[config.mk]
export PLATFORM = sky130hd
export DESIGN_NAME = lrpc_divider
export DESIGN_NICKNAME = d
export VERILOG_FILES = /design/src/design/lrpc_divider.sv
export SDC_FILE = /design/constraint.sdc
export NUM_CORES = 1
export LEC_CHECK = 0
export BUFFER_PORTS_ARGS = -buffer_cell sky130_fd_sc_hd__buf_2
export CELL_PAD_IN_SITES_DETAIL_PLACEMENT = 2
export CELL_PAD_IN_SITES_GLOBAL_PLACEMENT = 2
export CORE_UTILIZATION = 37
export DETAILED_ROUTE_END_ITERATION = 12
export PLACE_DENSITY_LB_ADDON = 0.15
export SLEW_MARGIN = 10
export SYNTH_ARGS = -nofsm -noshare
export SYNTH_HDL_FRONTEND = slang
export SYNTH_SLANG_ARGS = --single-unit
[constraint.sdc]
create_clock -name clk_i -period 4.6 [get_ports clk_i]
set_clock_uncertainty 0.2 [all_clocks]
set_input_delay 0.69 -clock clk_i [delete_from_list [all_inputs] [get_ports clk_i]]
set_output_delay 0.69 -clock clk_i [all_outputs]
set_load 0.01 [all_outputs]
[src/design/lrpc_divider.sv]
`timescale 1ns / 1ps
// Restoring divider, one quotient bit per cycle; floor division of a signed
// numerator by a positive denominator.
module lrpc_divider (
  input  logic               clk_i,
  input  logic               rst_ni,
  input  logic               start_i,
  input  logic signed [27:0] num_i,
  input  logic [8:0]         den_i,
  output logic               done_o,
  output logic signed [18:0] quo_o
);
  logic [27:0] rem_q, rem_d, mag_q, mag_d, quo_q, quo_d;
  logic [8:0]  den_q;
  logic        neg_q, busy_q, busy_d, done_q;
  logic [4:0]  cnt_q;
  logic [28:0] trial;
  logic [27:0] qfin;

  always_comb begin
    rem_d  = rem_q;
    mag_d  = mag_q;
    quo_d  = quo_q;
    busy_d = busy_q;
    trial  = {rem_q, mag_q[27]};
    if (busy_q) begin
      mag_d = {mag_q[26:0], 1'b0};
      if (trial >= {20'd0, den_q}) begin
        rem_d = 28'(trial - {20'd0, den_q});
        quo_d = {quo_q[26:0], 1'b1};
      end else begin
        rem_d = trial[27:0];
        quo_d = {quo_q[26:0], 1'b0};
      end
      if (cnt_q == 5'd27) busy_d = 1'b0;
    end
  end

  // floor for negatives: -(q) minus one when remainder nonzero
  assign qfin  = neg_q ? ((rem_q != '0) ? 28'(~quo_q) : 28'(-quo_q)) : quo_q;
  assign quo_o = qfin[18:0];
  assign done_o = done_q;

  always_ff @(posedge clk_i or negedge rst_ni) begin
    if (!rst_ni) begin
      busy_q <= 1'b0;
      done_q <= 1'b0;
      cnt_q  <= '0;
    end else begin
      done_q <= busy_q && !busy_d;
      busy_q <= busy_d;
      if (start_i) begin
        busy_q <= 1'b1;
        cnt_q  <= '0;
      end else if (busy_q) begin
        cnt_q <= cnt_q + 5'd1;
      end
    end
  end

  always_ff @(posedge clk_i) begin
    if (start_i) begin
      neg_q <= num_i[27];
      mag_q <= num_i[27] ? 28'(-num_i) : num_i;
      rem_q <= '0;
      quo_q <= '0;
      den_q <= den_i;
    end else begin
      rem_q <= rem_d;
      mag_q <= mag_d;
      quo_q <= quo_d;
    end
  end
endmodule

==> results.json <==
{
  "status": "finished clean",
  "critPathLaunch": "rem_q[15]",
  "dr.pass1.iters": 6,
  "syn_inst": 571,
  "layout_min_cycle_time_ns": 4.24,
  "grt_overflow_total": 0,
  "power_density_nw_per_um2": 551,
  "drc_errors": 0,
  "cts_buffer_depth": 2,
  "timing.reg2reg.setup_slack_ns": 1.10,
  "yosysTopAreaCell": "edfxtp_1",
  "final.setup.tns_ns": 0,
  "critPathLaunchType": "register",
  "crit_type": "reg2out",
  "wl_mm": 14.0,
  "wl_per_cell_um": 17.4,
  "die_h_um": 121,
  "final_cell_mix": "nor2_1 (84), buf_2 (58), dfxtp_1 (47)",
  "design_area_um2": 6080,
  "ir_drop_uv": 198,
  "async_flop_share": 0.0761,
  "worst_pin_slew_ns": 1.05,
  "ios": 60,
  "drt-initial-drc-count": 131,
  "yosysTopAreaCellShare": 0.217,
  "ys_seq_area_frac": 0.429,
  "setup_violations": 0,
  "dp_hpwl_mm": 9.63,
  "ys_seq_elements": 92,
  "row_count": 43,
  "final_common_cell": "nor2_1",
  "synth_edf_count": 38,
  "post_cts_resized": 0,
  "finalHoldViolCount": 0,
  "synth_area_um2": 5260,
  "p_leak_nw": 2.56,
  "areaGrowthSynthToFinish_pct": 15.7,
  "die_x_um": 121,
  "hold_path_class": "reg2reg",
  "hold_slack_ns": 0.294,
  "clkTransAtPathRegs_ns": 0.07,
  "fill_cells": 1537,
  "vias": 4360,
  "worst_setup_path_end_kind": "output pin",
  "ant_nets": 0,
  "track_usage": 0.204,
  "cts_hold_buf": 1,
  "coreArea_um2": 13900,
  "rr_worst_depth": 11,
  "grt_start_max_net_pins": 83,
  "cts_sinks": 92,
  "grt_antenna_before_repair": 0,
  "drive_gt1_frac": 0.160,
  "syn_nets": 624,
  "seqCellArea_um2": 2260,
  "io_buffers": 59,
  "ys_top_cells_by_area": "edfxtp_1 (22%), dfxtp_1 (18%), nor2_1 (6.0%), xor2_1 (5.8%), xnor2_1 (5.0%)",
  "yosys_warnings": 0,
  "maxCapViolCount": 0,
  "crit_required_ns": 3.71,
  "finalCritPeriodShare": 0.921,
  "grt_pass1_wl_mm": 23.7,
  "die_area_um2": 14700,
  "synth_ff_type": "dfxtp_1",
  "gp_congestion": 0.779,
  "place_area_um2": 5730,
  "vias_per_cell": 5.42,
  "path_max_fanout": 7,
  "worstHoldPathCells": 2,
  "min_from": "rem_q[27]",
  "cts_made_buffers": 9,
  "drv_slew": 0,
  "synthesis.area_per_instance_um2": 9.21,
  "tritoncts": "built",
  "htree_levels": 3,
  "slew_headroom": 0.297,
  "cts_root_buffer": "clkbuf_16",
  "first_global_vias": 4663,
  "fin_util": 0.438,
  "start_util": 0.379,
  "total_power_mw": 3.35,
  "fmax_mhz": 236,
  "postCtsSetupRepairBufs": 0,
  "cp.arrival_ns": 3.35,
  "num_antenna_cells": 0,
  "synth_cell_types": 52,
  "fin_nets": 673,
  "rsz0062_at_grt": "no",
  "timing.rr.start": "mag_q[27]",
  "clock_latency_ns": 0.35,
  "multi_input_area_um2": 2820
}
[layer usage]
metal / share of wire / wire length [um] / track usage
met2: 0.51 / 7090 / 0.360
met3: 0.017 / 236 / 0.0240
met5: 0 / 0 / 0
met1: 0.46 / 6450 / 0.256
met4: 0.015 / 205 / 0.0687
[registers in the layout (all words and copies together), names as in the netlist]
name	count
cnt_q	5
rem_q	28
done_o	1
den_q	9
neg_q	1
quo_q	19
busy_q	1
mag_q	28
[power by group]
group / total [mW] / internal (mW) / switching [mW]
clock: 0.860 / 0.514 / 0.346
sequential: 1.18 / 1.01 / 0.172
combinational: 1.31 / 0.570 / 0.736
[synthesized netlist by cell type, types with 2 or more instances]
cell type,instances
or4_1,13
nand4b_1,3
buf_1,6
mux2_2,6
ha_1,12
nand3_1,6
nor2_1,84
nand2_1,45
nor4_1,6
inv_1,18
nand4_1,6
o21ai_0,30
and2_1,2
nand2b_1,3
o21ai_1,3
a311oi_1,5
nor3_1,7
or3_1,8
o21a_1,4
edfxtp_1,38
a211oi_1,17
dfrtp_1,7
dfxtp_1,47
or4_4,2
mux2i_1,22
a2111oi_0,2
a21o_1,5
xor2_1,35
clkbuf_1,24
and4_1,3
o31ai_1,14
a21oi_1,36
xnor2_1,30
nor2b_1,4
[per-stage QoR]
| stage | instances | setup WS (ns) |
|---|---|---|
| 2_1_floorplan | 571 | 1.05 |
| 3_3_place_gp | 788 | 0.816 |
| 3_5_place_dp | 788 | 0.696 |
| 4_1_cts | 805 | 0.283 |
| 5_1_grt | 805 | 0.183 |
| 6_report | 805 | 0.361 |
[worst max-delay path: stages (launching register included)]
cell and delay (ns):
dfxtp_1 0.37, or4_4 0.60, nor4_4 0.37, nand4_1 0.26
or4_1 0.60, nand2b_4 0.21, o41ai_2 0.24, xnor2_1 0.18
buf_2 0.17
[area by class of cell]
class,instances,share of cell area
repair buffers,68,0.0605
clock buffers,10,0.0411
inverters,18,0.0111
multi-input cells,431,0.464
well taps,180,0.0370
flip-flops and latches,92,0.371
clock inverters,6,0.0152
[logic make-up after synthesis]
kind of cell    synth area share
simple gates               0.188
compound gates             0.153
flops                      0.429
xor+xnor                   0.108
buf+inv                   0.0343
mux                       0.0547
fa+ha+maj                 0.0324
[path summary, 6_finish.rpt]
path | to
max in group asynchronous | busy_q
max reg2reg | rem_q[22]
min reg2reg | rem_q[27]
min in group asynchronous | done_o
min | rem_q[27]
max | quo_o[13]
(Power assumes the default switching activity.)
