`config.mk`:
```
export PLATFORM = sky130hd
export DESIGN_NAME = lrpc_ram
export DESIGN_NICKNAME = d
export VERILOG_FILES = /design/src/design/lrpc_ram.sv
export SDC_FILE = /design/constraint.sdc
export NUM_CORES = 1
export LEC_CHECK = 0
export ABC_AREA = 1
export BUFFER_PORTS_ARGS = -buffer_cell sky130_fd_sc_hd__buf_2
export CELL_PAD_IN_SITES_DETAIL_PLACEMENT = 1
export CELL_PAD_IN_SITES_GLOBAL_PLACEMENT = 1
export CORE_ASPECT_RATIO = 1.1
export CORE_MARGIN = 4
export CORE_UTILIZATION = 45
export DETAILED_ROUTE_END_ITERATION = 7
export PLACE_DENSITY = 0.72
export SYNTH_ARGS = -nofsm -noshare
export SYNTH_HDL_FRONTEND = slang
export SYNTH_SLANG_ARGS = --single-unit
```
`constraint.sdc`:
```
create_clock -name clk_i -period 1.7 [get_ports clk_i]
set_input_delay 0.085 -clock clk_i [delete_from_list [all_inputs] [get_ports clk_i]]
set_output_delay 0.085 -clock clk_i [all_outputs]
set_load 0.05 [all_outputs]
```
`src/design/lrpc_ram.sv`:
```
`timescale 1ns / 1ps
module lrpc_ram #(
  parameter int unsigned Width = 8,
  parameter int unsigned Depth = 16
) (
  input  logic                                          clk_i,
  input  logic                                          we_i,
  input  logic [((Depth > 1) ? $clog2(Depth) : 1)-1:0] waddr_i,
  input  logic [Width-1:0]                              wdata_i,
  input  logic [((Depth > 1) ? $clog2(Depth) : 1)-1:0] raddr_i,
  output logic [Width-1:0]                              rdata_o
);
  logic [Width-1:0] mem_q [Depth];
  always_ff @(posedge clk_i) begin
    if (we_i) mem_q[waddr_i] <= wdata_i;
    rdata_o <= mem_q[raddr_i];
  end
endmodule

```
==> flow_summary.rst <==
.. list-table::
   :header-rows: 1

   * - Metric
     - Value
   * - Fraction of synthesized cell area taken by the top area cell type
     - 66.7%
   * - Clk slew on worst S/H paths
     - 0.06 ns
   * - Setup slack of the critical path after layout
     - 0.568 ns
   * - Antenna violation net count after detailed routing
     - 0
   * - Number of hold-repair buffers added at the cts stage
     - 0
   * - CTS Buffer Depth
     - 2
   * - Number of buffers inserted during clock tree synthesis
     - 17
   * - Largest net degree at the start of global routing
     - 65
   * - Max transition margin
     - 57.2%
   * - Power per cell area
     - 1160 nW/um2
   * - Die Outline Area
     - 14,700 um2
   * - Startpoint class of the critical path
     - flip-flop
   * - Global-route wire length before repair
     - 23.0 mm
   * - I/O pin cnt
     - 26
   * - Number of violations reported at the end of detailed-routing iteration 0
     - 299
   * - Outcome
     - completed
   * - DRC violations left
     - 0
   * - Clock latency on the worst-skew pair
     - 0.41 ns
   * - Endpoint of the worst-slack reg-to-reg timing path
     - rdata_o[1]$_DFF_P_
   * - Terminating pin of the worst hold path
     - rdata_o[6]$_DFF_P_
   * - Area overhead of the layout relative to synthesis
     - 15.0%
   * - Cell count after synthesis
     - 551
   * - Level count of the clock H-tree
     - 4
   * - Worst hold path class
     - input pin to flip-flop
   * - Post-Syn Area
     - 5770 um2
   * - Max IR drop VDD
     - 0.000606 V
   * - Die Y
     - 127 um
   * - Max Cap Viol
     - 0
   * - Post-layout min period
     - 1.13 ns
   * - Leading post-synthesis cells by cell area
     - sky130_fd_sc_hd__edfxtp_1, sky130_fd_sc_hd__nand2_1, sky130_fd_sc_hd__nand3_1, sky130_fd_sc_hd__inv_1, sky130_fd_sc_hd__dfxtp_1
   * - Routed wire length
     - 14.6 mm
   * - Post-layout net count
     - 608
   * - Final core area utilization
     - 52.7%
   * - Critical Path AT
     - 1.42 ns
   * - Synthesis warning total
     - 0
   * - Number of filler instances in the final layout
     - 1,399
   * - Fraction of final layout cells sized beyond drive strength 1
     - 11.8%
   * - Category of the worst setup path capture point
     - flip-flop
   * - DR pass1 iterations
     - 5
   * - Startpoint of the most critical register-to-register path
     - mem_q[10][1]$_DFFE_PP_
   * - Vias per cell
     - 5.16
   * - Number of antenna diodes
     - 0
   * - Cell count after placement
     - 728
   * - Clock Sinks
     - 136
   * - Setup Skew
     - 0.00660 ns
   * - Global placement routability congestion
     - 0.834
   * - Starting density of the core
     - 45.8%
   * - Hold Path Depth
     - 3
   * - Worst slew pin tran
     - 0.642 ns
   * - Post-CTS Setup Inserts
     - 0
   * - Number of distinct library cells after synthesis
     - 12
   * - Sequential share of the synthesized area
     - 69.4%
   * - Final period util
     - 66.6%
   * - Commonest non-fill, non-tap cells in the layout
     - sky130_fd_sc_hd__nand2_1, sky130_fd_sc_hd__edfxtp_1, sky130_fd_sc_hd__inv_1
   * - Start-to-end type of the worst setup path
     - flip-flop to flip-flop
   * - FP Rows
     - 43
   * - Fmax achieved
     - 884 MHz
   * - Clock tree from TritonCTS
     - done
   * - GR Util All Layers
     - 21.2%
   * - Total via count after detailed routing
     - 3,918
   * - Required time worst endpoint
     - 1.99 ns
   * - Average size of a mapped cell
     - 10.5 um2
   * - Leakage Power
     - 0.00289 uW
   * - Final sum of negative setup slack
     - 0 ns
   * - Nets in the synthesized netlist
     - 569
   * - Vias in the first global route
     - 4,196
   * - Overall power consumption
     - 7720 uW
   * - Number of cell instances on the worst register-to-register path
     - 6
   * - Clock root buffer
     - sky130_fd_sc_hd__clkbuf_16
   * - Number of input and output port buffers inserted
     - 25
   * - Post-synthesis cell type with the largest combined area
     - sky130_fd_sc_hd__edfxtp_1
   * - Core region area
     - 12,600 um2
   * - Maximum fanout along the worst path
     - 1
   * - Die Span X
     - 116 um
   * - GR Overflow Total
     - 0
   * - Final setup vio count
     - 0
   * - Post-cts sizing count
     - 0
   * - Slew Limit Fails
     - 0
   * - Setup WS pre-CTS
     - 0.304 ns
   * - Most common cell after layout, fill and taps aside
     - sky130_fd_sc_hd__nand2_1
   * - Routed len/inst
     - 19.2 um
   * - Initial antenna violation count
     - 0
   * - Final hold vios
     - 0
   * - Worst hold path startpoint
     - raddr_i[3]
   * - Final Non-Filler Cells
     - 759
   * - Synthesis-stage register bit count
     - 136
   * - Estimated wirelength of the detail-placed design
     - 8.92 mm
   * - Setup slack on the worst flop-to-flop path
     - 0.57 ns
   * - Unrepaired setup endpoints after global routing
     - false
[worst max-delay path, cell delays in order (launching register included)]
cell	delay, ns
sky130_fd_sc_hd__edfxtp_1	0.37
sky130_fd_sc_hd__inv_1	0.06
sky130_fd_sc_hd__nand2_1	0.05
sky130_fd_sc_hd__nand3_1	0.11
sky130_fd_sc_hd__nand3_1	0.15
sky130_fd_sc_hd__nand3_1	0.20
sky130_fd_sc_hd__nand2_1	0.08
[how the worst max path moves through the flow]
stage               slack (ns)                   start                     end  cells past startpoint
floorplan                 0.66              waddr_i[2]  mem_q[10][0]$_DFFE_PP_                      2
global placement          0.33              raddr_i[2]      rdata_o[1]$_DFF_P_                      5
detailed placement        0.30              raddr_i[2]      rdata_o[1]$_DFF_P_                      5
CTS                       0.56      rdata_o[7]$_DFF_P_              rdata_o[7]                      1
global route              0.51  mem_q[10][1]$_DFFE_PP_      rdata_o[1]$_DFF_P_                      6
finish                    0.57  mem_q[10][1]$_DFFE_PP_      rdata_o[1]$_DFF_P_                      6
[registers in the layout (all words and copies together), names as in the netlist]
register,count
mem_q,128
rdata_o,8
[area by class of cell]
class	instances	area [um2]	area share, %
sequential	136	4000	60.4
tap	157	196	2.96
inverter	102	383	5.77
multi-input combinational	289	1210	18.3
clock buffer	20	437	6.58
clock inverter	11	108	1.62
timing repair buffer	44	293	4.41
[power by group]
| group | switching, uW | internal, uW |
|---|---|---|
| sequential | 25.7 | 3750 |
| combinational | 409 | 134 |
| clock | 1280 | 2120 |
[layer usage]
layer,GRT usage [%],share of wire (%)
met1,28.4,43
met5,0,0
met2,34.7,51
met3,4.10,3.9
met4,6.96,2.1
[metrics by stage]
step	cell area [um2]	hold slack [ns]
2_1_floorplan	5770	0.184
3_3_place_gp	6090	0.457
3_5_place_dp	6090	0.452
4_1_cts	6630	0.0319
5_1_grt	6630	0.0820
6_report	6630	0.0447
[logic make-up after synthesis]
family | count (synthesis) | synth area share (%)
buf+inv | 126 | 9.52
flops | 136 | 69.4
simple gates | 289 | 21.0
[Yosys cell counts]
library cell,count
sky130_fd_sc_hd__buf_1,1
sky130_fd_sc_hd__buf_2,13
sky130_fd_sc_hd__buf_4,4
sky130_fd_sc_hd__buf_6,6
sky130_fd_sc_hd__dfxtp_1,8
sky130_fd_sc_hd__edfxtp_1,128
sky130_fd_sc_hd__inv_1,100
sky130_fd_sc_hd__inv_2,2
sky130_fd_sc_hd__nand2_1,173
sky130_fd_sc_hd__nand3_1,97
sky130_fd_sc_hd__nand3b_1,2
sky130_fd_sc_hd__nor2_1,17
Note: power is estimated with default switching activity, not from simulation.
